===== src/rtl/sbg_pkg.sv =====
// Shared types, constants and transform functions for the Streebog hash engine
package sbg_pkg;

  typedef logic [511:0] blk_t;

  // Controller commands to the datapath
  typedef struct packed {
    logic restart;     // load IV, clear N, sigma, block
    logic put_byte;    // write data byte at fill position
    logic put_pad;     // write 0x01 at fill position
    logic start_msg;   // compress block with N (begin)
    logic start_n;     // compress N with zero
    logic start_sig;   // compress sigma with zero
    logic round;       // one round step
    logic finish;      // chain update
    logic absorb_upd;  // update N and sigma, clear block
    logic out_load;    // latch digest for shifting
    logic out_shift;   // advance one digest byte
  } sbg_cmd_t;

  typedef struct packed {
    logic [6:0] fill;
  } sbg_sts_t;

  localparam int unsigned Rounds = 12;

  localparam logic [7:0] SBOX [256] = '{
    8'd252,8'd238,8'd221,8'd17,8'd207,8'd110,8'd49,8'd22,8'd251,8'd196,8'd250,8'd218,8'd35,8'd197,8'd4,8'd77,
    8'd233,8'd119,8'd240,8'd219,8'd147,8'd46,8'd153,8'd186,8'd23,8'd54,8'd241,8'd187,8'd20,8'd205,8'd95,8'd193,
    8'd249,8'd24,8'd101,8'd90,8'd226,8'd92,8'd239,8'd33,8'd129,8'd28,8'd60,8'd66,8'd139,8'd1,8'd142,8'd79,
    8'd5,8'd132,8'd2,8'd174,8'd227,8'd106,8'd143,8'd160,8'd6,8'd11,8'd237,8'd152,8'd127,8'd212,8'd211,8'd31,
    8'd235,8'd52,8'd44,8'd81,8'd234,8'd200,8'd72,8'd171,8'd242,8'd42,8'd104,8'd162,8'd253,8'd58,8'd206,8'd204,
    8'd181,8'd112,8'd14,8'd86,8'd8,8'd12,8'd118,8'd18,8'd191,8'd114,8'd19,8'd71,8'd156,8'd183,8'd93,8'd135,
    8'd21,8'd161,8'd150,8'd41,8'd16,8'd123,8'd154,8'd199,8'd243,8'd145,8'd120,8'd111,8'd157,8'd158,8'd178,8'd177,
    8'd50,8'd117,8'd25,8'd61,8'd255,8'd53,8'd138,8'd126,8'd109,8'd84,8'd198,8'd128,8'd195,8'd189,8'd13,8'd87,
    8'd223,8'd245,8'd36,8'd169,8'd62,8'd168,8'd67,8'd201,8'd215,8'd121,8'd214,8'd246,8'd124,8'd34,8'd185,8'd3,
    8'd224,8'd15,8'd236,8'd222,8'd122,8'd148,8'd176,8'd188,8'd220,8'd232,8'd40,8'd80,8'd78,8'd51,8'd10,8'd74,
    8'd167,8'd151,8'd96,8'd115,8'd30,8'd0,8'd98,8'd68,8'd26,8'd184,8'd56,8'd130,8'd100,8'd159,8'd38,8'd65,
    8'd173,8'd69,8'd70,8'd146,8'd39,8'd94,8'd85,8'd47,8'd140,8'd163,8'd165,8'd125,8'd105,8'd213,8'd149,8'd59,
    8'd7,8'd88,8'd179,8'd64,8'd134,8'd172,8'd29,8'd247,8'd48,8'd55,8'd107,8'd228,8'd136,8'd217,8'd231,8'd137,
    8'd225,8'd27,8'd131,8'd73,8'd76,8'd63,8'd248,8'd254,8'd141,8'd83,8'd170,8'd144,8'd202,8'd216,8'd133,8'd97,
    8'd32,8'd113,8'd103,8'd164,8'd45,8'd43,8'd9,8'd91,8'd203,8'd155,8'd37,8'd208,8'd190,8'd229,8'd108,8'd82,
    8'd89,8'd166,8'd116,8'd210,8'd230,8'd244,8'd180,8'd192,8'd209,8'd102,8'd175,8'd194,8'd57,8'd75,8'd99,8'd182
  };

  localparam logic [63:0] LROWS [64] = '{
    64'h8e20faa72ba0b470,64'h47107ddd9b505a38,64'had08b0e0c3282d1c,64'hd8045870ef14980e,
    64'h6c022c38f90a4c07,64'h3601161cf205268d,64'h1b8e0b0e798c13c8,64'h83478b07b2468764,
    64'ha011d380818e8f40,64'h5086e740ce47c920,64'h2843fd2067adea10,64'h14aff010bdd87508,
    64'h0ad97808d06cb404,64'h05e23c0468365a02,64'h8c711e02341b2d01,64'h46b60f011a83988e,
    64'h90dab52a387ae76f,64'h486dd4151c3dfdb9,64'h24b86a840e90f0d2,64'h125c354207487869,
    64'h092e94218d243cba,64'h8a174a9ec8121e5d,64'h4585254f64090fa0,64'haccc9ca9328a8950,
    64'h9d4df05d5f661451,64'hc0a878a0a1330aa6,64'h60543c50de970553,64'h302a1e286fc58ca7,
    64'h18150f14b9ec46dd,64'h0c84890ad27623e0,64'h0642ca05693b9f70,64'h0321658cba93c138,
    64'h86275df09ce8aaa8,64'h439da0784e745554,64'hafc0503c273aa42a,64'hd960281e9d1d5215,
    64'he230140fc0802984,64'h71180a8960409a42,64'hb60c05ca30204d21,64'h5b068c651810a89e,
    64'h456c34887a3805b9,64'hac361a443d1c8cd2,64'h561b0d22900e4669,64'h2b838811480723ba,
    64'h9bcf4486248d9f5d,64'hc3e9224312c8c1a0,64'heffa11af0964ee50,64'hf97d86d98a327728,
    64'he4fa2054a80b329c,64'h727d102a548b194e,64'h39b008152acb8227,64'h9258048415eb419d,
    64'h492c024284fbaec0,64'haa16012142f35760,64'h550b8e9e21f7a530,64'ha48b474f9ef5dc18,
    64'h70a6a56e2440598e,64'h3853dc371220a247,64'h1ca76e95091051ad,64'h0edd37c48a08a6d8,
    64'h07e095624504536c,64'h8d70c431ac02a736,64'hc83862965601dd1b,64'h641c314b2b8ee083
  };

  localparam blk_t ICONST [12] = '{
    512'hb1085bda1ecadae9ebcb2f81c0657c1f2f6a76432e45d016714eb88d7585c4fc4b7ce09192676901a2422a08a460d31505767436cc744d23dd806559f2a64507,
    512'h6fa3b58aa99d2f1a4fe39d460f70b5d7f3feea720a232b9861d55e0f16b501319ab5176b12d699585cb561c2db0aa7ca55dda21bd7cbcd56e679047021b19bb7,
    512'hf574dcac2bce2fc70a39fc286a3d843506f15e5f529c1f8bf2ea7514b1297b7bd3e20fe490359eb1c1c93a376062db09c2b6f443867adb31991e96f50aba0ab2,
    512'hef1fdfb3e81566d2f948e1a05d71e4dd488e857e335c3c7d9d721cad685e353fa9d72c82ed03d675d8b71333935203be3453eaa193e837f1220cbebc84e3d12e,
    512'h4bea6bacad4747999a3f410c6ca923637f151c1f1686104a359e35d7800fffbdbfcd1747253af5a3dfff00b723271a167a56a27ea9ea63f5601758fd7c6cfe57,
    512'hae4faeae1d3ad3d96fa4c33b7a3039c02d66c4f95142a46c187f9ab49af08ec6cffaa6b71c9ab7b40af21f66c2bec6b6bf71c57236904f35fa68407a46647d6e,
    512'hf4c70e16eeaac5ec51ac86febf240954399ec6c7e6bf87c9d3473e33197a93c90992abc52d822c3706476983284a05043517454ca23c4af38886564d3a14d493,
    512'h9b1f5b424d93c9a703e7aa020c6e41414eb7f8719c36de1e89b4443b4ddbc49af4892bcb929b069069d18d2bd1a5c42f36acc2355951a8d9a47f0dd4bf02e71e,
    512'h378f5a541631229b944c9ad8ec165fde3a7d3a1b258942243cd955b7e00d0984800a440bdbb2ceb17b2b8a9aa6079c540e38dc92cb1f2a607261445183235adb,
    512'habbedea680056f52382ae548b2e4f3f38941e71cff8a78db1fffe18a1b3361039fe76702af69334b7a1e6c303b7652f43698fad1153bb6c374b4c7fb98459ced,
    512'h7bcd9ed0efc889fb3002c6cd635afe94d8fa6bbbebab076120018021148466798a1d71efea48b9caefbacd1d7d476e98dea2594ac06fd85d6bcaa4cd81f32d1b,
    512'h378ee767f11631bad21380b00449b17acda43c32bcdf1d77f82012d430219f9b5d80ef9d1891cc86e71da4aa88e12852faf417d5d9b21b9948bc924af11bd720
  };

  // Linear map on one 64-bit word: XOR of rows selected by set bits
  function automatic logic [63:0] lin64(input logic [63:0] t);
    logic [63:0] acc;
    acc = '0;
    for (int p = 0; p < 64; p++) begin
      if (t[63-p]) acc = acc ^ LROWS[p];
    end
    return acc;
  endfunction

  // Full S, P and L transform; word 0 at the top of the vector
  function automatic blk_t lps(input blk_t x);
    blk_t r;
    logic [63:0] t;
    r = '0;
    for (int w = 0; w < 8; w++) begin
      t = '0;
      for (int c = 0; c < 8; c++) begin
        t[63-8*c -: 8] = SBOX[x[511-64*c-8*w -: 8]];
      end
      r[511-64*w -: 64] = lin64(t);
    end
    return r;
  endfunction

endpackage


===== src/rtl/sbg_ctrl.sv =====
// Controller: sequences absorption, finalisation and digest output
module sbg_ctrl (
  input  logic              clk,
  input  logic              rst_n,
  input  logic              dsz_512,
  input  logic              in_valid,
  output logic              in_stall,
  input  logic              byte_valid,
  input  logic              message_end,
  output logic              out_valid,
  input  logic              out_stall,
  output logic              digest_last,
  input  logic              cfg_valid,
  output logic              cfg_ready,
  input  sbg_pkg::sbg_sts_t sts,
  output sbg_pkg::sbg_cmd_t cmd
);
  import sbg_pkg::*;

  localparam logic [2:0] S_IDLE = 3'd0, S_RUN = 3'd1, S_FIN = 3'd2, S_UPD = 3'd3,
                         S_OUT = 3'd4;
  // phases: block absorption and the steps of finalisation
  localparam logic [1:0] P_ABS = 2'd0, P_PAD = 2'd1, P_N = 2'd2, P_SIG = 2'd3;

  logic [2:0] st_r, st_nxt;
  logic [1:0] ph_r, ph_nxt;
  logic       end_r, end_nxt;
  logic [3:0] rc_r, rc_nxt;
  logic [5:0] oc_r, oc_nxt;
  logic       acc;
  logic [5:0] last_idx;

  assign last_idx  = dsz_512 ? 6'd63 : 6'd31;
  // a register write takes precedence over an input word
  assign in_stall  = (st_r != S_IDLE) || cfg_valid;
  assign cfg_ready = (st_r == S_IDLE);
  assign acc       = in_valid && !in_stall;
  assign out_valid = (st_r == S_OUT);
  assign digest_last = (oc_r == last_idx);

  always_comb begin
    cmd    = '0;
    st_nxt = st_r;
    ph_nxt = ph_r;
    end_nxt = end_r;
    rc_nxt = rc_r;
    oc_nxt = oc_r;
    cmd.restart = cfg_valid && (st_r == S_IDLE);
    unique case (st_r)
      S_IDLE: begin
        if (acc) begin
          cmd.put_byte = byte_valid;
          end_nxt = message_end;
          if (byte_valid && sts.fill == 7'd63) begin
            // block complete once this byte is written; start next cycle
            ph_nxt = P_ABS; st_nxt = S_UPD;
          end else if (message_end) begin
            st_nxt = S_FIN; ph_nxt = P_PAD;
          end
        end
      end
      S_FIN: begin
        // pad the partial block and compress it
        cmd.put_pad = 1'b1;
        cmd.start_msg = 1'b0;
        st_nxt = S_UPD;
      end
      S_UPD: begin
        cmd.start_msg = 1'b1; rc_nxt = '0; st_nxt = S_RUN;
      end
      S_RUN: begin
        if (rc_r == 4'(Rounds)) begin
          cmd.finish = 1'b1;
          unique case (ph_r)
            P_ABS: begin
              cmd.absorb_upd = 1'b1;
              if (end_r) begin st_nxt = S_FIN; ph_nxt = P_PAD; end
              else st_nxt = S_IDLE;
            end
            P_PAD: begin cmd.absorb_upd = 1'b1; ph_nxt = P_N; st_nxt = S_UPD; end
            P_N:   begin ph_nxt = P_SIG; st_nxt = S_UPD; end
            default: begin st_nxt = S_OUT; oc_nxt = '0; end
          endcase
        end else begin
          cmd.round = 1'b1; rc_nxt = rc_r + 4'd1;
        end
      end
      S_OUT: begin
        if (!out_stall) begin
          cmd.out_shift = 1'b1;
          oc_nxt = oc_r + 6'd1;
          if (oc_r == last_idx) begin cmd.restart = 1'b1; st_nxt = S_IDLE; end
        end
      end
      default: st_nxt = S_IDLE;
    endcase
    // S_UPD start selector by phase
    if (st_r == S_UPD) begin
      cmd.start_msg = (ph_r == P_ABS) || (ph_r == P_PAD);
      cmd.start_n   = (ph_r == P_N);
      cmd.start_sig = (ph_r == P_SIG);
    end
    cmd.out_load = (st_r == S_RUN) && (rc_r == 4'(Rounds)) && (ph_r == P_SIG);
  end

  always_ff @(posedge clk) begin
    if (!rst_n) begin
      st_r <= S_IDLE; ph_r <= P_ABS; end_r <= 1'b0; rc_r <= '0; oc_r <= '0;
    end else begin
      st_r <= st_nxt; ph_r <= ph_nxt; end_r <= end_nxt; rc_r <= rc_nxt; oc_r <= oc_nxt;
    end
  end
endmodule


===== config.mk =====
export PLATFORM = sky130hd
export DESIGN_NAME = sbg_ctrl
export DESIGN_NICKNAME = d
export VERILOG_FILES = /design/src/rtl/sbg_pkg.sv /design/src/rtl/sbg_ctrl.sv
export SDC_FILE = /design/constraint.sdc
export NUM_CORES = 1
export LEC_CHECK = 0
export BUFFER_PORTS_ARGS = -buffer_cell sky130_fd_sc_hd__buf_4
export CAP_MARGIN = 5
export CELL_PAD_IN_SITES_DETAIL_PLACEMENT = 1
export CELL_PAD_IN_SITES_GLOBAL_PLACEMENT = 1
export CORE_ASPECT_RATIO = 1.25
export CORE_MARGIN = 2
export CORE_UTILIZATION = 36
export DETAILED_ROUTE_END_ITERATION = 16
export HOLD_SLACK_MARGIN = 0.1
export PLACE_DENSITY_LB_ADDON = 0.1
export SLEW_MARGIN = 20
export SYNTH_ARGS = -nofsm -noshare
export SYNTH_HDL_FRONTEND = slang
export SYNTH_SLANG_ARGS = --single-unit

===== constraint.sdc =====
create_clock -name clk -period 1.95 [get_ports clk]
set_input_delay 0.39 -clock clk [delete_from_list [all_inputs] [get_ports clk]]
set_output_delay 0.39 -clock clk [all_outputs]
set_load 0.05 [all_outputs]

## Word-level counts from Yosys, hierarchy flattened

Cells that the tools add are included.

- Flip-flop bits (word level): 16
- Input port bits: 15
- Output and inout port bits: 15
- Logic and storage cells: 84

- $add $sub $neg: 2
- Equality and inequality tests: 19
- Mux-type cells: 36
- Reduce and logical (&&, ||, !) cells: 22

Operators with widths:

| operator | number |
|---|---|
| two-way mux 3 bit | 8 |
| two-way mux 6 bit | 4 |
| one-hot mux 3 bit (5 select lines) | 1 |
| two-way mux 2 bit | 7 |
| one-hot mux 6 bit (2 select lines) | 1 |
| two-way mux 1 bit | 10 |
| inequality test 2 bit, second input constant | 4 |
| one-hot mux 4 bit (2 select lines) | 1 |
| == test 7 x 6 -> 1 bit, second input constant | 1 |
| adder 6 x 1 -> 6 bit, second input constant | 1 |
| == test 3 x 2 -> 1 bit, second input constant | 2 |
| == test 6 bit | 1 |
| one-hot mux 2 bit (3 select lines) | 1 |
| one-hot mux 3 bit (2 select lines) | 1 |
| AND reduction 6 bit | 1 |
| nonzero test 2 bit | 3 |
| logical AND 1 bit | 5 |
| AND reduction 5 bit | 1 |
| adder 4 x 1 -> 4 bit, second input constant | 1 |
| == test 2 bit, second input constant | 2 |
| == test 4 bit, second input constant | 1 |
| two-way mux 4 bit | 1 |
| inequality test 2 x 1 -> 1 bit, second input constant | 2 |
| inequality test 4 bit, second input constant | 1 |
| 15 further kinds | 18 |

## Depth between registers and ports, before layout

- Word-level depth: 6
- Mapped depth: 8
- Depth with buffers taken out: 8

## Worst setup path before layout

OpenSTA, ideal clock, no wires.

- Path kind: reg-to-output
- Start point: reg st_r[1]
- End point: out cmd[10] (netlist bit)
- Arrival time: 3.204 ns
- Data required time: 1.560 ns
- Slack: -1.644 ns
- Stages on the path, launching flop included: 5
- Cell sequence: dfxtp_1 > clkbuf_1 > nor3b_1 > nor2b_1 > a22o_1

RTL lines:

| what | line | source |
|---|---|---|
| start, declared | sbg_ctrl.sv:25 | `logic [2:0] st_r, st_nxt;` |
| start signal, assigned | sbg_ctrl.sv:110 | `st_r <= st_nxt; ph_r <= ph_nxt; end_r <= end_nxt; rc_r <= rc_nxt; oc_r <= oc_nxt;` |
| end, declared | sbg_ctrl.sv:16 | `output sbg_pkg::sbg_cmd_t cmd` |

==> flow_metrics.tcl <==
set metrics [dict create \
    synth-main-ff-cell "dfxtp_1" \
    ys_ff_latch 16 \
    io_pins 30 \
    drtIter0Drc 14 \
    rows 21 \
    port_buffers 29 \
    layout.cells.most_common "buf_4" \
    place_ws_ns 0.0197 \
    viasPerCell 5.58 \
    synth_enable_flop_cells 0 \
    timing.rr.start "rc_r[1]" \
    nFillCells 321 \
    fmaxAchievable_mhz 518 \
    mostFrequentLayoutCells "37 x buf_4, 11 x nand3_1, 10 x a21oi_1, 10 x dfxtp_1" \
    startpoint_type "register" \
    fin_crit_ns 1.93 \
    syn_area_mm2 0.00103 \
    yosysSeqAreaShare_pct 31.0 \
    synth_nets 152 \
    cts_max_path_buffers 2 \
    clock_skew_ns 0.00462 \
    critPathRequiredTime_ns 1.56 \
    slew_viol_final 0 \
    final_cell_area_mm2 0.00155 \
    worst_slack_ns 0.0209 \
    wl_um 3100 \
    worst_pin_slew_ns 0.337 \
    async_reset_ff_share_pct 0 \
    status "complete, no violations" \
    ir_drop_mv 0.334 \
    cts_tree "built" \
    reg2regPathDepth 7 \
    hold_end "end_r" \
    synth_area_per_cell_um2 8.01 \
    min_path_type "input port to register" \
    hold_path.startpoint "message_end" \
    clkSinkCount 16 \
    core_area_mm2 0.00271 \
    clk_pin_slew_ns 0.10 \
    start_util_pct 38.2 \
    antenna_left 0 \
    grt-ovfl-total 0 \
    dpl.hpwl_um 2310 \
    dieHeight_um 63.9 \
    cts-root-buf "clkbuf_4" \
    worst-r2r-setup-slack_ns 0.09 \
    hold_viol_final 0 \
    dieArea_mm2 0.00332 \
    drc_errors 0 \
    p_per_area_mw_per_mm2 446 \
    critPathMaxFanout 6 \
    placed_area_mm2 0.00139 \
    hold_path_depth 3 \
    end_kind "output pin" \
    vias 1143 \
    die_w_um 51.9 \
    relSlewSlack_pct 77.3 \
    grt_pass1_wl_um 4830 \
    setup_viol 0 \
    ys_types 37 \
    routedWlPerCell_um 15.1 \
    ys_warn_count 0 \
    rsz0062_at_grt "true" \
    leakagePower_nw 0.656 \
    htreeDepth 1 \
    whs_ns 0.379 \
    finalCritPeriodShare_pct 98.9 \
    syn_inst 129 \
    worstSetupPathType "register to output pin" \
    drt_pass1_iterations 4 \
    gp_congestion 0.723 \
    grt_pass1_vias 1158 \
    antenna_found_initial 0 \
    clock_latency_ns 0.29 \
    syn2layout_area_growth_pct 50.1 \
    cts_buffers 3 \
    arrival_ns 1.54 \
    worst_r2r_endpoint "oc_r[4]" \
    drv_cap 0 \
    antenna_cells 0 \
    track_usage_pct 18.5 \
    layout-drive-gt1-share_pct 42.1 \
    grt_max_degree 11 \
    fin_nets 195 \
]
-- cell families (layout without fill, tap and decap cells) --
group	after synthesis	after routing	synth area share [%]
AND/OR/NAND/NOR	58	58	31.2
XOR/XNOR	3	3	2.54
multiplexers	5	5	4.84
buffers and inverters	13	55	5.57
AO/OA/AOI/OAI	26	26	15.1
flip-flops	16	16	31.0
adder cells (fa/ha/maj)	8	8	9.69
-- layer usage --
layer	wire length, um	part of all wire [%]	track usage (%)	vias to the layer above
li1	-	-	-	544
met4	24	0.77	1.97	0
met1	1180	38	20.5	573
met3	79	2.5	4.21	4
met2	1820	59	35.4	22
met5	0	0	0	-
-- synth_stat cells, drive strengths merged (3+ instances only) --
library cell / number / area, um^2
ha: 8 / 100
nor4: 3 / 18.8
mux2i: 5 / 50.1
inv: 9 / 33.8
a21oi: 11 / 55.1
and2: 3 / 18.8
or3: 4 / 25.0
nand3: 12 / 60.1
nor3: 3 / 15.0
nand2: 8 / 30.0
nor2: 9 / 33.8
nand2b: 3 / 18.8
nor3b: 3 / 27.5
dfxtp: 16 / 320
o21ai: 7 / 35.0
-- how the worst max path moves through the flow --
stage / start / end / slack [ns] / cells past startpoint
CTS: rc_r[0] / oc_r[3] / 0.007 / 7
global placement: out_stall / oc_r[5] / 0.09 / 5
floorplan: st_r[1] / in_stall / -0.29 / 3
global route: st_r[2] / cmd[1] / -0.06 / 5
finish: st_r[2] / cmd[1] / 0.02 / 5
detailed placement: out_stall / oc_r[3] / 0.02 / 5
-- power breakdown --
group	switching, W	internal [W]
sequential	0.00000570	0.000330
clock	0.000109	0.000114
combinational	0.0000742	0.0000582
total	0.000189	0.000502
-- critical path: stages, from the launching register on --
cell,delay (ns)
dfxtp_4,0.38
or3b_4,0.42
nor2_4,0.15
nand2_2,0.10
inv_4,0.07
buf_8,0.14
-- repair_timing --
| item | 4_1_cts | 5_1_grt |
|---|---|---|
| buffers inserted | 2 | 3 |
| hold buffers | 0 | 0 |
| setup endpoints to repair | 8 | 10 |
| pin swaps | 2 | 3 |
| resized for setup | 11 | 16 |
-- sequential cells by signal (all words and copies together) (netlist names) --
signal,cells
oc_r,6
rc_r,4
st_r,3
ph_r,2
end_r,1
-- final cells by class --
class / count / area [um^2] / share of cell area (%)
timing repair buffer: 42 / 342 / 22.0
clock buffer: 4 / 36.3 / 2.34
multi-input combinational: 100 / 764 / 49.3
tap: 34 / 42.5 / 2.74
inverter: 9 / 36.3 / 2.34
sequential: 16 / 330 / 21.3
-- metrics by stage --
step                      std cells  util (%)  TNS (ns)  power (W)
after CTS                       202      54.4         0   0.000692
after floorplan                 129         -    -0.574   0.000415
after global routing            205      57.3   -0.0819   0.000726
after global placement          196      51.4         0   0.000466
after detailed placement        196      51.4         0   0.000469
final                           205      57.3         0   0.000691
(Power assumes the default switching activity.)
